## src/xeu_pkg.sv

```systemverilog
// ----------------------------------------------------------------------------
// xeu_pkg
// shared types, character codes and sizing helpers for the entity unescaper
// ----------------------------------------------------------------------------
package xeu_pkg;

  // default width of the numeric entity accumulator
  localparam int unsigned VALUE_BITS_DEF = 21;

  // character codes
  localparam logic [7:0] CH_SPACE = 8'h20;
  localparam logic [7:0] CH_QUOT  = 8'h22;
  localparam logic [7:0] CH_HASH  = 8'h23;
  localparam logic [7:0] CH_AMP   = 8'h26;
  localparam logic [7:0] CH_APOS  = 8'h27;
  localparam logic [7:0] CH_ZERO  = 8'h30;
  localparam logic [7:0] CH_NINE  = 8'h39;
  localparam logic [7:0] CH_SEMI  = 8'h3B;
  localparam logic [7:0] CH_LT    = 8'h3C;
  localparam logic [7:0] CH_GT    = 8'h3E;
  localparam logic [7:0] CH_UA    = 8'h41;
  localparam logic [7:0] CH_UF    = 8'h46;
  localparam logic [7:0] CH_UX    = 8'h58;
  localparam logic [7:0] CH_LA    = 8'h61;
  localparam logic [7:0] CH_LF    = 8'h66;
  localparam logic [7:0] CH_LG    = 8'h67;
  localparam logic [7:0] CH_LL    = 8'h6C;
  localparam logic [7:0] CH_LM    = 8'h6D;
  localparam logic [7:0] CH_LQ    = 8'h71;
  localparam logic [7:0] CH_LX    = 8'h78;
  localparam logic [7:0] CH_NUL   = 8'h00;

  // largest value still emitted as a single byte
  localparam int unsigned BYTE_MAX = 32;

  // input transfer
  typedef struct packed {
    logic [7:0] text_byte;
    logic       end_of_text;
  } in_t;

  // output transfer
  typedef struct packed {
    logic [7:0] out_byte;
    logic       out_valid;
    logic       run_last;
    logic       text_done;
  } out_t;

  // entity decoder mode
  typedef enum logic [4:0] {
    MODE_TEXT = 5'b00001,
    MODE_AMP  = 5'b00010,
    MODE_A    = 5'b00100,
    MODE_SKIP = 5'b01000,
    MODE_NUM  = 5'b10000
  } mode_e;

  // result sequencer
  typedef enum logic [3:0] {
    SEQ_IDLE = 4'b0001,
    SEQ_PEND = 4'b0010,
    SEQ_DIV  = 4'b0100,
    SEQ_NUM  = 4'b1000
  } seq_e;

  // number of decimal digits of the largest value of the given width
  function automatic int unsigned dec_digits(input int unsigned bits);
    longint unsigned v;
    int unsigned     n;
    v = (64'd1 << bits) - 64'd1;
    n = 0;
    for (int i = 0; i < 20; i++) begin
      if (v != 0) begin
        v = v / 10;
        n = n + 1;
      end
    end
    return n;
  endfunction

endpackage

```

## src/xml_entity_unescaper.sv

```systemverilog
// ----------------------------------------------------------------------------
// xml_entity_unescaper
// decodes xml character entities in a byte stream, one byte per transfer
// ----------------------------------------------------------------------------
// flow: the input transfer loads the pending results, which then pass one by
//   one into the output register as it frees; a dropped or skipped byte leaves
//   the input ready, otherwise no new byte is taken until the last result of
//   the byte is registered; a re-emitted numeric entity of D digits takes one
//   step per digit on the shared divide-by-ten unit, then its D+3 result bytes
// reset: async active low, returns to text mode with an empty output register
// ----------------------------------------------------------------------------
module xml_entity_unescaper #(
  parameter int unsigned VALUE_BITS = xeu_pkg::VALUE_BITS_DEF
) (
  input  logic           clk_i,
  input  logic           rst_ni,
  input  logic           in_valid_i,
  output logic           in_ready_o,
  input  xeu_pkg::in_t   in_data_i,
  output logic           out_valid_o,
  input  logic           out_ready_i,
  output xeu_pkg::out_t  out_data_o
);

  // digit buffer sizing
  localparam int unsigned NDIG = xeu_pkg::dec_digits(VALUE_BITS);
  localparam int unsigned IW   = $clog2(NDIG);
  localparam int unsigned CW   = $clog2(NDIG + 1);
  localparam int unsigned EW   = $clog2(NDIG + 3);

  // sequencer and decoder state
  xeu_pkg::seq_e  seq_q, seq_d;
  xeu_pkg::mode_e mode_q, mode_d;
  logic [2:0]            skip_q, skip_d;
  logic [VALUE_BITS-1:0] val_q, val_d;
  logic                  hex_q, hex_d;
  logic [3:0]            dcnt_q, dcnt_d;
  logic                  bad_q, bad_d;
  logic                  done_q, done_d;

  // pending simple results (one or two bytes, or a bare end marker)
  logic [7:0] pend0_q, pend0_d;
  logic [7:0] pend1_q, pend1_d;
  logic       pend_two_q, pend_two_d;
  logic       pend_chr_q, pend_chr_d;
  logic       pidx_q, pidx_d;

  // decimal re-emission: digits stored least significant first
  logic [3:0]    dig_q [NDIG];
  logic [CW-1:0] ndig_q, ndig_d;
  logic [EW-1:0] eptr_q, eptr_d;
  logic [EW-1:0] rd_ptr;

  // output register
  xeu_pkg::out_t out_q, out_d;
  logic          out_vld_q, out_vld_d;

  // shared units
  logic [VALUE_BITS-1:0] acc_val;
  logic                  acc_ok;
  logic [VALUE_BITS-1:0] div_quot;
  logic [3:0]            div_rem;

  // per-transfer decode results
  logic [7:0]    c;
  logic          in_fire;
  logic          out_load;
  logic [1:0]    res_n;
  logic [7:0]    res0;
  logic [7:0]    res1;
  logic          fin;
  logic          start_div;
  logic          bare;
  logic          num_ok;
  logic          emit_en;
  xeu_pkg::out_t emit;

  assign c           = in_data_i.text_byte;
  assign in_ready_o  = (seq_q == xeu_pkg::SEQ_IDLE);
  assign in_fire     = in_valid_i && in_ready_o;
  assign out_load    = !out_vld_q || out_ready_i;
  assign out_valid_o = out_vld_q;
  assign out_data_o  = out_q;

  // entity is emitted only if it had digits, none bad, and a nonzero value
  assign num_ok = (dcnt_q != 4'd0) && !bad_q && (val_q != '0);

  // read pointer for most significant digit first
  assign rd_ptr = EW'(ndig_q) + EW'(1) - eptr_q;

  xeu_num_acc #(
    .VALUE_BITS (VALUE_BITS)
  ) u_acc (
    .value_i    (val_q),
    .hex_i      (hex_q),
    .char_i     (c),
    .value_o    (acc_val),
    .digit_ok_o (acc_ok)
  );

  // the divider reuses the value register as its dividend
  xeu_div10 #(
    .VALUE_BITS (VALUE_BITS)
  ) u_div (
    .value_i (val_q),
    .quot_o  (div_quot),
    .rem_o   (div_rem)
  );

  always_comb begin
    seq_d      = seq_q;
    mode_d     = mode_q;
    skip_d     = skip_q;
    val_d      = val_q;
    hex_d      = hex_q;
    dcnt_d     = dcnt_q;
    bad_d      = bad_q;
    done_d     = done_q;
    pend0_d    = pend0_q;
    pend1_d    = pend1_q;
    pend_two_d = pend_two_q;
    pend_chr_d = pend_chr_q;
    pidx_d     = pidx_q;
    ndig_d     = ndig_q;
    eptr_d     = eptr_q;
    res_n      = 2'd0;
    res0       = xeu_pkg::CH_NUL;
    res1       = xeu_pkg::CH_NUL;
    fin        = 1'b0;
    start_div  = 1'b0;
    bare       = 1'b0;
    emit_en    = 1'b0;
    emit       = '0;

    case (seq_q)
      xeu_pkg::SEQ_IDLE: begin
        if (in_fire) begin
          if (in_data_i.end_of_text) begin
            // flush whatever entity is open
            case (mode_q)
              xeu_pkg::MODE_AMP: begin
                res_n = 2'd1;
                res0  = xeu_pkg::CH_AMP;
              end
              xeu_pkg::MODE_A: begin
                res_n = 2'd1;
                res0  = xeu_pkg::CH_APOS;
              end
              xeu_pkg::MODE_NUM: begin
                fin = 1'b1;
              end
              default: ;
            endcase
            mode_d = xeu_pkg::MODE_TEXT;
            skip_d = 3'd0;
            val_d  = '0;
            hex_d  = 1'b0;
            dcnt_d = 4'd0;
            bad_d  = 1'b0;
          end else begin
            case (mode_q)
              xeu_pkg::MODE_AMP: begin
                if (c == xeu_pkg::CH_LL) begin
                  res_n  = 2'd1;
                  res0   = xeu_pkg::CH_LT;
                  skip_d = 3'd2;
                  mode_d = xeu_pkg::MODE_SKIP;
                end else if (c == xeu_pkg::CH_LG) begin
                  res_n  = 2'd1;
                  res0   = xeu_pkg::CH_GT;
                  skip_d = 3'd2;
                  mode_d = xeu_pkg::MODE_SKIP;
                end else if (c == xeu_pkg::CH_LQ) begin
                  res_n  = 2'd1;
                  res0   = xeu_pkg::CH_QUOT;
                  skip_d = 3'd4;
                  mode_d = xeu_pkg::MODE_SKIP;
                end else if (c == xeu_pkg::CH_LA) begin
                  mode_d = xeu_pkg::MODE_A;
                end else if (c == xeu_pkg::CH_HASH) begin
                  val_d  = '0;
                  hex_d  = 1'b0;
                  dcnt_d = 4'd0;
                  bad_d  = 1'b0;
                  mode_d = xeu_pkg::MODE_NUM;
                end else begin
                  // not an entity: ampersand passes with the byte, a nul is lost
                  res_n  = (c != xeu_pkg::CH_NUL) ? 2'd2 : 2'd1;
                  res0   = xeu_pkg::CH_AMP;
                  res1   = c;
                  mode_d = xeu_pkg::MODE_TEXT;
                end
              end
              xeu_pkg::MODE_A: begin
                res_n  = 2'd1;
                mode_d = xeu_pkg::MODE_SKIP;
                if (c == xeu_pkg::CH_LM) begin
                  res0   = xeu_pkg::CH_AMP;
                  skip_d = 3'd2;
                end else begin
                  res0   = xeu_pkg::CH_APOS;
                  skip_d = 3'd3;
                end
              end
              xeu_pkg::MODE_SKIP: begin
                if (skip_q <= 3'd1) begin
                  skip_d = 3'd0;
                  mode_d = xeu_pkg::MODE_TEXT;
                end else begin
                  skip_d = skip_q - 3'd1;
                end
              end
              xeu_pkg::MODE_NUM: begin
                if (c == xeu_pkg::CH_SEMI || c == xeu_pkg::CH_NUL) begin
                  fin = 1'b1;
                end else if (dcnt_q == 4'd0 && (c == xeu_pkg::CH_LX || c == xeu_pkg::CH_UX)) begin
                  hex_d  = 1'b1;
                  dcnt_d = 4'd1;
                end else begin
                  if (acc_ok) begin
                    val_d = acc_val;
                  end else begin
                    bad_d = 1'b1;
                  end
                  if (dcnt_q != 4'd15) begin
                    dcnt_d = dcnt_q + 4'd1;
                  end
                end
              end
              default: begin
                mode_d = xeu_pkg::MODE_TEXT;
                if (c == xeu_pkg::CH_AMP) begin
                  mode_d = xeu_pkg::MODE_AMP;
                end else if (c >= xeu_pkg::CH_SPACE) begin
                  res_n = 2'd1;
                  res0  = c;
                end
              end
            endcase
          end

          // close a numeric entity: small value as a byte, large one re-emitted, else dropped
          if (fin) begin
            if (num_ok) begin
              if (val_q <= VALUE_BITS'(xeu_pkg::BYTE_MAX)) begin
                res_n = 2'd1;
                res0  = val_q[7:0];
              end else begin
                start_div = 1'b1;
              end
            end
            val_d  = start_div ? val_q : '0;
            hex_d  = 1'b0;
            dcnt_d = 4'd0;
            bad_d  = 1'b0;
            mode_d = xeu_pkg::MODE_TEXT;
          end

          bare   = in_data_i.end_of_text && (res_n == 2'd0) && !start_div;
          done_d = in_data_i.end_of_text;

          if (start_div) begin
            seq_d  = xeu_pkg::SEQ_DIV;
            ndig_d = '0;
          end else if (res_n != 2'd0 || bare) begin
            seq_d      = xeu_pkg::SEQ_PEND;
            pend0_d    = res0;
            pend1_d    = res1;
            pend_two_d = (res_n == 2'd2);
            pend_chr_d = !bare;
            pidx_d     = 1'b0;
          end
        end
      end

      xeu_pkg::SEQ_PEND: begin
        if (out_load) begin
          emit_en        = 1'b1;
          emit.out_byte  = pidx_q ? pend1_q : pend0_q;
          emit.out_valid = pend_chr_q;
          emit.run_last  = pidx_q || !pend_two_q;
          emit.text_done = done_q;
          if (emit.run_last) begin
            seq_d = xeu_pkg::SEQ_IDLE;
          end else begin
            pidx_d = 1'b1;
          end
        end
      end

      xeu_pkg::SEQ_DIV: begin
        // one digit per cycle, value register ends at zero
        ndig_d = ndig_q + CW'(1);
        val_d  = div_quot;
        if (div_quot == '0) begin
          seq_d  = xeu_pkg::SEQ_NUM;
          eptr_d = '0;
        end
      end

      xeu_pkg::SEQ_NUM: begin
        if (out_load) begin
          emit_en        = 1'b1;
          emit.out_valid = 1'b1;
          emit.text_done = done_q;
          if (eptr_q == EW'(0)) begin
            emit.out_byte = xeu_pkg::CH_AMP;
          end else if (eptr_q == EW'(1)) begin
            emit.out_byte = xeu_pkg::CH_HASH;
          end else if (eptr_q == EW'(ndig_q) + EW'(2)) begin
            emit.out_byte = xeu_pkg::CH_SEMI;
            emit.run_last = 1'b1;
          end else begin
            emit.out_byte = xeu_pkg::CH_ZERO | {4'b0000, dig_q[rd_ptr[IW-1:0]]};
          end
          eptr_d = eptr_q + EW'(1);
          if (emit.run_last) begin
            seq_d = xeu_pkg::SEQ_IDLE;
          end
        end
      end

      default: begin
        seq_d = xeu_pkg::SEQ_IDLE;
      end
    endcase

    out_vld_d = (out_vld_q && !out_ready_i) || emit_en;
    out_d     = emit_en ? emit : out_q;
  end

  // control state
  always_ff @(posedge clk_i or negedge rst_ni) begin
    if (!rst_ni) begin
      seq_q      <= xeu_pkg::SEQ_IDLE;
      mode_q     <= xeu_pkg::MODE_TEXT;
      skip_q     <= 3'd0;
      val_q      <= '0;
      hex_q      <= 1'b0;
      dcnt_q     <= 4'd0;
      bad_q      <= 1'b0;
      done_q     <= 1'b0;
      pend_two_q <= 1'b0;
      pend_chr_q <= 1'b0;
      pidx_q     <= 1'b0;
      ndig_q     <= '0;
      eptr_q     <= '0;
      out_vld_q  <= 1'b0;
    end else begin
      seq_q      <= seq_d;
      mode_q     <= mode_d;
      skip_q     <= skip_d;
      val_q      <= val_d;
      hex_q      <= hex_d;
      dcnt_q     <= dcnt_d;
      bad_q      <= bad_d;
      done_q     <= done_d;
      pend_two_q <= pend_two_d;
      pend_chr_q <= pend_chr_d;
      pidx_q     <= pidx_d;
      ndig_q     <= ndig_d;
      eptr_q     <= eptr_d;
      out_vld_q  <= out_vld_d;
    end
  end

  // payload, no reset
  always_ff @(posedge clk_i) begin
    pend0_q <= pend0_d;
    pend1_q <= pend1_d;
    out_q   <= out_d;
    if (seq_q == xeu_pkg::SEQ_DIV) begin
      dig_q[ndig_q[IW-1:0]] <= div_rem;
    end
  end

endmodule

```

## src/xeu_div10.sv

```systemverilog
// ----------------------------------------------------------------------------
// xeu_div10
// divide by ten through a reciprocal multiply, gives quotient and remainder
// ----------------------------------------------------------------------------
module xeu_div10 #(
  parameter int unsigned VALUE_BITS = xeu_pkg::VALUE_BITS_DEF
) (
  input  logic [VALUE_BITS-1:0] value_i,
  output logic [VALUE_BITS-1:0] quot_o,
  output logic [3:0]            rem_o
);

  // exact for every 32-bit dividend
  localparam logic [63:0] RECIP = 64'h0000_0000_CCCC_CCCD;

  logic [31:0] v32;
  logic [63:0] prod;
  logic [28:0] quot;
  logic [31:0] quot_x10;
  logic [31:0] rem_w;

  assign v32      = 32'(value_i);
  assign prod     = 64'(v32) * RECIP;
  assign quot     = prod[63:35];
  assign quot_x10 = {quot, 3'b000} + {2'b00, quot, 1'b0};
  assign rem_w    = v32 - quot_x10;
  assign rem_o    = rem_w[3:0];
  assign quot_o   = VALUE_BITS'(quot);

endmodule

```

## src/xeu_num_acc.sv

```systemverilog
// ----------------------------------------------------------------------------
// xeu_num_acc
// one digit step of a numeric entity, decimal or hex, saturating
// ----------------------------------------------------------------------------
module xeu_num_acc #(
  parameter int unsigned VALUE_BITS = xeu_pkg::VALUE_BITS_DEF
) (
  input  logic [VALUE_BITS-1:0] value_i,
  input  logic                  hex_i,
  input  logic [7:0]            char_i,
  output logic [VALUE_BITS-1:0] value_o,
  output logic                  digit_ok_o
);

  logic [3:0]            digit;
  logic [VALUE_BITS+3:0] scaled;
  logic [VALUE_BITS+3:0] sum;

  always_comb begin
    digit      = 4'd0;
    digit_ok_o = 1'b0;
    if (char_i >= xeu_pkg::CH_ZERO && char_i <= xeu_pkg::CH_NINE) begin
      digit      = 4'(char_i - xeu_pkg::CH_ZERO);
      digit_ok_o = 1'b1;
    end else if (hex_i && char_i >= xeu_pkg::CH_LA && char_i <= xeu_pkg::CH_LF) begin
      digit      = 4'(char_i - xeu_pkg::CH_LA) + 4'd10;
      digit_ok_o = 1'b1;
    end else if (hex_i && char_i >= xeu_pkg::CH_UA && char_i <= xeu_pkg::CH_UF) begin
      digit      = 4'(char_i - xeu_pkg::CH_UA) + 4'd10;
      digit_ok_o = 1'b1;
    end
  end

  // times 16 or times 10 (8v + 2v)
  assign scaled = hex_i ? {value_i, 4'b0000}
                        : ({1'b0, value_i, 3'b000} + {3'b000, value_i, 1'b0});
  assign sum    = scaled + (VALUE_BITS+4)'(digit);

  assign value_o = (|sum[VALUE_BITS+3:VALUE_BITS]) ? {VALUE_BITS{1'b1}}
                                                   : sum[VALUE_BITS-1:0];

endmodule

```

## config.mk

```make
export PLATFORM = sky130hd
export DESIGN_NAME = xml_entity_unescaper
export DESIGN_NICKNAME = d
export VERILOG_FILES = /design/src/xeu_pkg.sv /design/src/xml_entity_unescaper.sv /design/src/xeu_div10.sv /design/src/xeu_num_acc.sv
export SDC_FILE = /design/constraint.sdc
export NUM_CORES = 1
export LEC_CHECK = 0
export BUFFER_PORTS_ARGS = -buffer_cell sky130_fd_sc_hd__buf_2
export CELL_PAD_IN_SITES_DETAIL_PLACEMENT = 0
export CELL_PAD_IN_SITES_GLOBAL_PLACEMENT = 1
export CORE_ASPECT_RATIO = 1.25
export CORE_MARGIN = 8
export CORE_UTILIZATION = 40
export DETAILED_ROUTE_END_ITERATION = 10
export MAX_ROUTING_LAYER = met4
export PLACE_DENSITY_LB_ADDON = 0.08
export SYNTH_ARGS = -nofsm -noshare
export SYNTH_HDL_FRONTEND = slang
export SYNTH_SLANG_ARGS = --single-unit
```

## constraint.sdc

```tcl
create_clock -name clk_i -period 9.51 [get_ports clk_i]
set_input_delay 1.4265 -clock clk_i [delete_from_list [all_inputs] [get_ports clk_i]]
set_output_delay 1.4265 -clock clk_i [all_outputs]
set_load 0.01 [all_outputs]
```

======== Word-level counts from Yosys, hierarchy flattened ========
Memories as Yosys holds them, arrays and structs flattened.
Cells that the tools add are included.
storage, ports and cells
  register bits ........................... 78
  latch bits .............................. 0
  memory bits (writable) .................. 28
  ROM bits ................................ 0
  input bits .............................. 13
  output and inout port bits .............. 13
  logic and storage cells ................. 307
  memories kept ........................... 1
memories
  name   words  bits a word  rd ports  clocked after Yosys merged registers in  write ports  line                        source
  dig_q  7      4            1         0                                        1            xml_entity_unescaper.sv:49  logic [3:0] dig_q [NDIG];
cells by class
  add/sub/neg operators ................... 16
  $mul .................................... 1
  div/mod/pow operators ................... 0
  order comparisons ....................... 9
  equal/unequal tests ..................... 56
  shift operators ......................... 0
  mux-type cells .......................... 147
  bitwise logic cells ..................... 2
  reductions and logical operators ........ 55
operators with widths
  operator                number
  $mux 21                 13
  $mux 4                  24
  $pmux 21 s2             2
  $eq 8x7->1 const B      7
  $mux 8                  7
  $mul 21x32->53 const B  1
  $mux 1                  50
  $mux 5                  10
  $ne 5x5->1 const B      10
  $ne 4x4->1 const B      11
  $mux 6                  5
  $mux 2                  13
  $add 24x22->25          1
  $add 25x4->25           1
  $mux 25                 1
  $eq 8x6->1 const B      3
  $pmux 8 s3              1
  $pmux 11 s2             1
  $le 21x6->1 const B     1
  $logic_not 21->1        1
  $mux 3                  7
  $reduce_bool 21->1      1
  $pmux 5 s4              1
  $reduce_and 10->1       2
  other kinds (58)        112

======== Longest topological paths before layout ========
Gate-level depths: netlist of run 1.
  depth after elaboration ................. 22
  gate-level depth with buffers ........... 27
  mapped depth without buffers ............ 27

======== By module ========
A second synthesis of run 1 with hierarchy kept.
unflattened totals
  cell total of the unflattened synthesis .. 1727
  area, all modules ....................... 15901.5 um^2
modules (own cells, without submodules)
  module                instances  cells an instance  area each (um^2)  seq. area each (um^2)
  xeu_div10             1          851                7759.9            0.0
  xml_entity_unescaper  1          562                5979.5            2930.3
  xeu_num_acc           1          314                2162.1            0.0

======== Least setup slack after synthesis of run 1 ========
No wires, ideal clock.
  path kind ............................... register to register
  start point ............................. reg val_q[19]
  end point ............................... reg eptr_q[0]
  library setup time ...................... 0.130 ns
  arrival time ............................ 7.120 ns
  data required time ...................... 9.380 ns
  path slack .............................. 2.260 ns
  cell stages (with the launch flop) ...... 28
  buffers on the path ..................... 1
  clock period less this slack ............ 7.250 ns
  cells stage by stage .................... dfrtp_1 > inv_1 > ha_1 > ha_1 > inv_1 > fa_1 > inv_1 > fa_1 > inv_1 > fa_1 > inv_1 > fa_1 > inv_1 > fa_1 > inv_1 > ha_1 > clkbuf_1 > a21oi_2 > and2_1 > maj3_1 > o221ai_1 > a21oi_1 > xnor2_1 > or4_1 > nor4_1 > nand4_1 > nor3_2 > o21ai_1
on the way
  word-level cells in the longest chain between the ends .. 4
RTL lines
  element                            line                         source
  start: declaration                 xml_entity_unescaper.sv:35   logic [VALUE_BITS-1:0] val_q, val_d;
  start signal: assignment           xml_entity_unescaper.sv:353  val_q <= val_d;
  $mul 21x32->53                     xeu_div10.sv:23              assign prod = 64'(v32) * RECIP;
  $logic_not 21->1                   xml_entity_unescaper.sv:295  if (div_quot == '0) begin
  $ne 2x2->1 (no source line)        n/a
  $reduce_and 3->1 (no source line)  n/a
  end signal: assignment             xml_entity_unescaper.sv:362  eptr_q <= eptr_d;
  end: declaration                   xml_entity_unescaper.sv:51   logic [EW-1:0] eptr_q, eptr_d;
No other way between the ends.
A chain may end at the register's enable or synchronous reset.

======== Final worst setup path of run 1 ========
  start point ............................. reg val_q[6]
  end point ............................... reg eptr_q[0]
Same word-level chain as after synthesis.

==> key figures, run 1 <==
Timing
  – Final clock skew: between 0.015 and 0.02 ns
  – Fin crit period: roughly 8.5 ns
  – Post-route setup TNS: 0 ns
  – Final worst-path cycle share: between 80% and 90%
  – Fmax: ~120 MHz
  – Worst relative slew slack: around 40%
  – Worst-Margin Slew: 0.8899 ns
  – Final Hold Fails: 0
  – RSZ-0062 raised after global routing: no
  – Slew Viols, Final: 0
  – # setup viols final: 0

CTS
  – Total CTS buffers: 9
  – Reg clk slew, reported paths: 0.09 ns
  – H-tree depth reported by CTS: 3
  – TritonCTS clock tree: yes
  – Post-CTS setup buffer count: 0
  – Post-CTS sizing: 0
  – Root Driver: clkbuf_16
  – Sink Count: around 110
  – Hold buffers post-CTS: 0
  – CTS Buffer Depth: 2
  – Clk_lat worst skew: ~0.38 ns

Global route
  – GR peak layer: met2
  – Number of global-route vias before repair: around 13000
  – Initial antenna violation count: 0
  – Gr usage total: 22.38%
  – GR Overflow Total: 0
  – First-pass GRT wire length: between 70000 and 80000 um
  – Met2 Usage GRT: ~40%
  – Met1 usage: between 20% and 30%
  – Grt met3 use: under 10%
  – Largest net degree at the start of global routing: between 50 and 60

Die
  – Die area: between 40000 and 50000 um2
  – Core Area: slightly below 40000 um2
  – Rows: a little over 80
  – # IOs: 26
  – Starting density of the core: roughly two fifths
  – Die H: between 200 and 250 um
  – Die width: 193.8 um

Hold path
  – Hold Crit Depth: 2
  – HP Start: done_q
  – Worst hold path class: reg2reg
  – Hold Crit Endpoint: done_q

Placed design
  – Detailed placement HPWL: 42770 um
  – RePlAce Congestion: a little over 0.9
  – IO Port Bufs: 25

Drt
  – DR DRC count: 0
  – Avg WL per Cell: roughly 22 um
  – Vias per inst: between 5 and 6
  – First DRT Iteration DRCs: 906
  – Post-DRT Antenna Nets: 0
  – Drt first pass iters: 5
  – Vias: roughly 13000
  – Post-detailed-routing wire length: between 50000 and 60000 um

Synthesis
  – Synth warn: 0
  – Most common cell in the synthesized netlist: inv_1
  – Post-synth EDFFs: 55
  – Number of synthesized register bits: between 100 and 150
  – Top FF cell, synth: edfxtp_1
  – Unique masters post-synth: 91
  – Seq/Total Area, Yosys: a little under a fifth
  – Ranking of synthesized cells by area: ha_1 (19%), fa_1 (17%), edfxtp_1 (10%), dfrtp_1 (7.8%), inv_1 (6.7%)
  – Avg Cell Area, Syn: 8.975 um2
  – Top post-synthesis cells by count: inv_1 (282), ha_1 (246), fa_1 (132), nand2_1 (110), nor2_1 (101)
  – Cell taking the most area after synthesis: ha_1
  – Netlist Area Pre-Place: about 16000 um2
  – Post-synth ARST share: between 40% and 50%
  – Synth Instances: about 1800
  – Post-Syn Nets: about 2200
  – Share of the synthesized area in the top cell type: ~19%

Setup path
  – Crit path launch type: register
  – Internal reg-to-reg setup slack: roughly 0.96 ns
  – CP Capture Type: register
  – Crit path from: val_q[6]
  – R2r endpoint: eptr_q[0]
  – Arrival @ worst endpoint: 8.81 ns
  – CP max FO: 8
  – FF-to-FF path depth: 24
  – RR Startpoint: val_q[6]
  – Worst Path Required: between 9 and 10 ns
  – Crit path kind: reg2reg

Finish
  – Share of layout cells above drive strength 1: under 10%
  – Number of antenna diodes: 0
  – Net count, final: approximately 2200
  – Syn-to-layout area delta: 6.100%

Run
  – Max-cap violation count: 0

Run status
  – Status: finished, final reports clean
metrics by stage:
stage          utilization, %  hold slack, ns  cell area, um2  setup WS, ns  instances
2_1_floorplan               -          0.4418           15810         2.260       1762
3_3_place_gp            42.08          0.4587           16460         1.000       2250
3_5_place_dp            42.08          0.4664           16460        0.8392       2250
4_1_cts                 42.89          0.4849           16780        0.8198       2266
5_1_grt                 42.89          0.5220           16780        0.3876       2266
6_report                42.89          0.4826           16780        0.9643       2266
worst max-delay path by stage:
stage / to / slack (ns)
4_1_cts: eptr_q[0] / 0.82
3_3_place_gp: eptr_q[0] / 1.00
2_1_floorplan: eptr_q[0] / 2.26
3_5_place_dp: eptr_q[0] / 0.84
5_1_grt: eptr_q[0] / 0.39
6_report: eptr_q[0] / 0.96
per-layer routing:
metal | vias up | wire length (um) | share of wire (%)
met4 | 0 | 1411 | 2.8
met1 | 6476 | 21380 | 42
met5 | - | 0 | 0
li1 | 6200 | - | -
met3 | 52 | 1743 | 3.4
met2 | 330 | 26350 | 52
state kept, by name, summed over array words and instances (netlist names), 4 cells and up:
signal,count
pend1_q,8
dig_q,28
val_q,21
mode_q,5
out_data_o,11
seq_q,4
dcnt_q,4
pend0_q,8
eptr_q,4
area by class of cell:
cell class | instances | area, um2
inverters | 282 | 1059
fillers | 3941 | 22340
flip-flops and latches | 106 | 2930
repair buffers | 37 | 215.2
well taps | 498 | 623.1
clock buffers | 9 | 225.2
multi-input cells | 1327 | 11630
clock inverters | 7 | 92.59
cell families after synthesis:
kind of cell               after synthesis  share of synthesized area (%)
and+or+nand+nor                        453                          14.65
AOI/OAI and AO/OA                      413                          17.58
adders and majority gates              380                          36.30
buffers and inverters                  329                          7.944
DFF                                    106                          18.53
xor gates and xnor gates                59                          3.268
muxes                                   22                          1.733
cells in the final DEF (no fill, tap or decap), drive strengths merged, types with 8 or more instances in the layout:
master / count
o21bai: 9
nor3b: 11
nor3: 25
and3: 20
nor2b: 12
nand2b: 14
nor2: 101
and2: 26
ha: 246
inv: 285
a22oi: 15
o211ai: 18
a31oi: 21
nand2: 110
o21a: 12
a21oi: 103
o21ai: 90
buf: 37
fa: 132
a211oi: 18
nand3: 44
xnor2: 27
clkbuf: 9
a21o: 23
nor4: 17
dfrtp: 49
or3: 9
edfxtp: 55
a211o: 8
nand4: 27
mux2i: 15
xor2: 32
worst max-delay path, cell delays in order, from the launching register on:
cell      delay [ns]
dfrtp_1         0.57
inv_1           0.19
ha_1            0.37
fa_1            0.62
fa_1            0.51
fa_1            0.53
inv_1           0.09
fa_1            0.59
inv_1           0.10
fa_1            0.55
inv_1           0.06
fa_1            0.50
inv_1           0.04
ha_1            0.38
and3_1          0.20
a41o_1          0.19
a311oi_1        0.45
o221ai_1        0.31
a21oi_1         0.30
xnor2_1         0.22
or4_1           0.55
nor4_1          0.34
nand4_1         0.28
nor3_2          0.37
o21ai_1         0.12
Power of run 1 is left out: the tool's default activity adds up to more than one toggle a clock period on the data nets, which glitch-free logic cannot reach.
==> inputs of run 2 (changes only) <==
--- a/config.mk
+++ b/config.mk
@@ -11,6 +11,7 @@
 export CORE_ASPECT_RATIO = 1.25
 export CORE_MARGIN = 8
 export CORE_UTILIZATION = 40
+export CTS_BUF_LIST = sky130_fd_sc_hd__clkbuf_2
 export DETAILED_ROUTE_END_ITERATION = 10
 export MAX_ROUTING_LAYER = met4
 export PLACE_DENSITY_LB_ADDON = 0.08
==> key figures, run 2 (same netlist as run 1, synthesis figures left out) <==
Run status
  – Status: finished, final reports clean

Timing
  – Post-route setup TNS: 0 ns
  – Worst-Margin Slew: roughly 0.9 ns
  – # setup viols final: 0
  – RSZ-0062 raised after global routing: no
  – Worst relative slew slack: approximately two fifths
  – Final Hold Fails: 0
  – Final worst-path cycle share: about 90%
  – Fmax: about 120 MHz
  – Final clock skew: roughly 0.087 ns
  – Fin crit period: 8.572 ns
  – Slew Viols, Final: 0

Setup path
  – RR Startpoint: val_q[6]
  – CP max FO: 8
  – FF-to-FF path depth: 24
  – CP Capture Type: register
  – Crit path kind: reg2reg
  – Crit path launch type: register
  – R2r endpoint: seq_q[3]
  – Worst Path Required: approximately 10 ns
  – Arrival @ worst endpoint: roughly 9 ns
  – Internal reg-to-reg setup slack: around 0.94 ns

Die
  – Die H: roughly 240 um
  – Die area: 46190 um2
  – Die width: between 150 and 200 um
  – Rows: slightly above 80
  – Core Area: just under 40000 um2
  – Starting density of the core: 40.42%
  – # IOs: 26

CTS
  – Hold buffers post-CTS: 0
  – Post-CTS sizing: 0
  – TritonCTS clock tree: yes
  – Root Driver: clkbuf_2
  – Clk_lat worst skew: 0.75 ns
  – H-tree depth reported by CTS: 3
  – Post-CTS setup buffer count: 0
  – Sink Count: 106
  – CTS Buffer Depth: 2
  – Reg clk slew, reported paths: ~0.33 ns
  – Total CTS buffers: 9

Finish
  – Max reg flops: 28
  – Fillers: roughly 4000
  – Share of layout cells above drive strength 1: under 10%
  – Syn-to-layout area delta: 4.977%
  – Net count, final: roughly 2200
  – Commonest non-fill, non-tap cells in the layout: inv_1 (282), ha_1 (246), fa_1 (132)
  – Most common cell after layout, fill and taps aside: inv_1

Global route
  – Initial antenna violation count: 1
  – GR Overflow Total: 0
  – Number of global-route vias before repair: 13020
  – Largest net degree at the start of global routing: 52
  – Gr usage total: between 20 and 25%
  – First-pass GRT wire length: just under 80000 um

Drt
  – Avg WL per Cell: between 20 and 25 um
  – Vias per inst: 5.748
  – First DRT Iteration DRCs: 800
  – Drt first pass iters: 6
  – Post-DRT Antenna Nets: 0
  – DR DRC count: 0
  – Vias: approximately 13000
  – Post-detailed-routing wire length: between 50000 and 60000 um

Hold path
  – Worst hold path class: reg2reg
  – Hold Crit Endpoint: done_q
  – HP Start: done_q
  – Hold Crit Depth: 2

Placed design
  – IO Port Bufs: 25
  – RePlAce Congestion: roughly 0.93
  – Detailed placement HPWL: between 40000 and 50000 um

Run
  – Max-cap violation count: 0
## run 2: area by class of cell
cell class              instances  area [um2]  area share (%)
multi-input cells            1327       11630           70.08
flip-flops and latches        106        2930           17.65
inverters                     282        1059           6.376
well taps                     498       623.1           3.753
repair buffers                 37       215.2           1.296
clock inverters                 7       92.59          0.5577
clock buffers                   9       45.04          0.2713
diodes                          1       2.502         0.01507
## run 2: worst max path at each step
stage	startpoint	to	slack, ns
3_5_place_dp	val_q[6]	eptr_q[0]	0.84
5_1_grt	val_q[19]	eptr_q[0]	0.36
4_1_cts	val_q[19]	seq_q[3]	0.80
6_report	val_q[6]	seq_q[3]	0.94
3_3_place_gp	val_q[13]	eptr_q[0]	1.00
2_1_floorplan	val_q[19]	eptr_q[0]	2.26
## run 2: worst max-delay path, cell delays in order (launching register included)
cell and delay, ns:
dfrtp_1 0.65, inv_1 0.20, ha_1 0.38, fa_1 0.62
fa_1 0.51, fa_1 0.53, inv_1 0.09, fa_1 0.59
inv_1 0.10, fa_1 0.55, inv_1 0.06, fa_1 0.50
inv_1 0.04, ha_1 0.38, and3_1 0.20, a41o_1 0.19
a311oi_1 0.45, o221ai_1 0.31, a21oi_1 0.29, xnor2_1 0.22
or4_1 0.55, nor4_1 0.34, nand4_1 0.28, nor3_2 0.38
or2_1 0.15
## run 2: layer usage
metal  up-vias  global-route usage, %  wire length (um)
met4         0                  6.767              1434
met2       313                  39.65             26210
met1      6451                  26.66             21440
li1       6207                      -                 -
met3        59                  2.044              1739
met5         -                      -                 0
## run 2: metrics by stage
stage	cells	hold WS, ns	area (um2)	utilization (%)	worst slack [ns]
CTS	2266	0.5251	16600	42.43	0.8021
finish	2267	0.5233	16600	42.44	0.9383
detailed placement	2250	0.4664	16460	42.08	0.8392
global placement	2250	0.4587	16460	42.08	1.000
floorplan	1762	0.4418	15810	-	2.260
global route	2267	0.5541	16600	42.44	0.3604
Power of run 2 is left out for the same reason.
==> inputs of run 3 (changes only) <==
--- a/config.mk
+++ b/config.mk
@@ -10,7 +10,7 @@
 export CELL_PAD_IN_SITES_GLOBAL_PLACEMENT = 1
 export CORE_ASPECT_RATIO = 1.25
 export CORE_MARGIN = 8
-export CORE_UTILIZATION = 40
+export CORE_UTILIZATION = 45
 export CTS_BUF_LIST = sky130_fd_sc_hd__clkbuf_2
 export DETAILED_ROUTE_END_ITERATION = 10
 export MAX_ROUTING_LAYER = met4
==> key figures, run 3 (same netlist as run 1, synthesis figures left out) <==
Run status
  – Status: finished, final reports clean

Finish
  – Most common cell after layout, fill and taps aside: inv_1
  – Syn-to-layout area delta: 4.368%
  – Net count, final: 2151
  – Fillers: between 3000 and 4000
  – Max reg flops: 28
  – Share of layout cells above drive strength 1: under 10%
  – Commonest non-fill, non-tap cells in the layout: inv_1 (282), ha_1 (246), fa_1 (132)
  – Footprint of the multi-input gates: 11630 um2
  – Final core utilization: between 40% and 50%
  – Reg area: 2930 um2

Timing
  – Worst relative slew slack: 38.41%
  – RSZ-0062 raised after global routing: no
  – Final worst-path cycle share: about nine tenths
  – Final Hold Fails: 0
  – Final clock skew: 0.06434 ns
  – Fin crit period: between 8 and 9 ns
  – Post-route setup TNS: 0 ns
  – # setup viols final: 0
  – Worst-Margin Slew: approximately 0.92 ns
  – Fmax: roughly 110 MHz
  – Slew Viols, Final: 0

Die
  – Die H: between 200 and 250 um
  – Die area: ~41000 um2
  – Rows: between 70 and 80
  – # IOs: 26
  – Die width: roughly 180 um
  – Starting density of the core: 45.81%
  – Core Area: ~35000 um2

Setup path
  – Worst Path Required: between 10 and 15 ns
  – Crit path launch type: register
  – Crit path kind: reg2reg
  – CP Capture Type: register
  – CP max FO: 10
  – FF-to-FF path depth: 26
  – Arrival @ worst endpoint: 9.32 ns

CTS
  – Hold buffers post-CTS: 0
  – TritonCTS clock tree: yes
  – Sink Count: around 110
  – H-tree depth reported by CTS: 3
  – Clk_lat worst skew: just over 0.7 ns
  – Root Driver: clkbuf_2
  – CTS Buffer Depth: 2
  – Post-CTS setup buffer count: 0
  – Post-CTS sizing: 0
  – Total CTS buffers: 9
  – Reg clk slew, reported paths: approximately 0.35 ns

Global route
  – Largest net degree at the start of global routing: 52
  – Met1 usage: 29.13%
  – Grt met3 use: around 2.2%
  – GR peak layer: met2
  – Met2 Usage GRT: between 40% and 50%
  – First-pass GRT wire length: around 76000 um
  – Number of global-route vias before repair: ~13000
  – Gr usage total: about a quarter
  – GR Overflow Total: 0
  – Initial antenna violation count: 1

Drt
  – DR DRC count: 0
  – Post-DRT Antenna Nets: 0
  – Post-detailed-routing wire length: 48890 um
  – Vias per inst: roughly 5.9
  – Avg WL per Cell: roughly 22 um
  – First DRT Iteration DRCs: 941
  – Drt first pass iters: 6
  – Vias: 13160

Placed design
  – Detailed placement HPWL: a little over 40000 um
  – IO Port Bufs: 25
  – RePlAce Congestion: between 0.9 and 1

Run
  – Max-cap violation count: 0

Hold path
  – Worst hold path class: reg2reg
  – Hold Crit Depth: 2
## run 3: worst paths after layout
kind | start | endpoint | slack [ns]
hold / removal | done_q | done_q | 0.52
setup reg to reg | val_q[19] | eptr_q[0] | 0.77
max in group asynchronous | rst_ni | val_q[1] | 8.20
hold reg to reg | done_q | done_q | 0.52
setup / recovery | val_q[19] | eptr_q[0] | 0.77
min in group asynchronous | rst_ni | ndig_q[0] | 0.79
## run 3: routing by layer
metal / up-vias / share of wire (%)
met4: 0 / 4.4
li1: 6195 / -
met3: 101 / 4.0
met5: - / 0
met2: 361 / 50
met1: 6503 / 42
## run 3: cell type report
| cell class | instances | area share, % |
|---|---|---|
| timing repair buffer | 34 | 1.167 |
| inverter | 282 | 6.413 |
| antenna | 1 | 0.01516 |
| multi-input combinational | 1327 | 70.49 |
| clock inverter | 6 | 0.3108 |
| clock buffer | 10 | 0.3032 |
| tap | 468 | 3.548 |
| sequential | 106 | 17.75 |
## run 3: critical path, cell delays in order (launching register included)
cell and delay (ns):
dfrtp_1 0.63, inv_1 0.21, ha_1 0.38, ha_1 0.29, inv_1 0.05, fa_1 0.63, inv_1 0.09, fa_1 0.57
inv_1 0.09, fa_1 0.59, inv_1 0.11, fa_1 0.54, inv_1 0.05, fa_1 0.53, inv_1 0.04, ha_1 0.44
nand2_1 0.22, nor3_1 0.60, inv_1 0.13, o221ai_1 0.34, a21oi_1 0.14, xnor2_1 0.27, or4_1 0.56, nor4_1 0.32
nand4_1 0.27, nor3_2 0.36, o21ai_1 0.12
## run 3: metrics by stage
| step | instance area, um2 | std cells | hold slack [ns] | worst slack (ns) |
|---|---|---|---|---|
| global placement | 16400 | 2217 | 0.4576 | 0.9806 |
| detailed placement | 16400 | 2217 | 0.4674 | 0.8747 |
| global route | 16500 | 2234 | 0.5549 | 0.2741 |
| CTS | 16500 | 2233 | 0.5227 | 0.7821 |
| floorplan | 15810 | 1762 | 0.4418 | 2.260 |
| finish | 16500 | 2234 | 0.5150 | 0.7669 |
Power of run 3 is left out for the same reason.
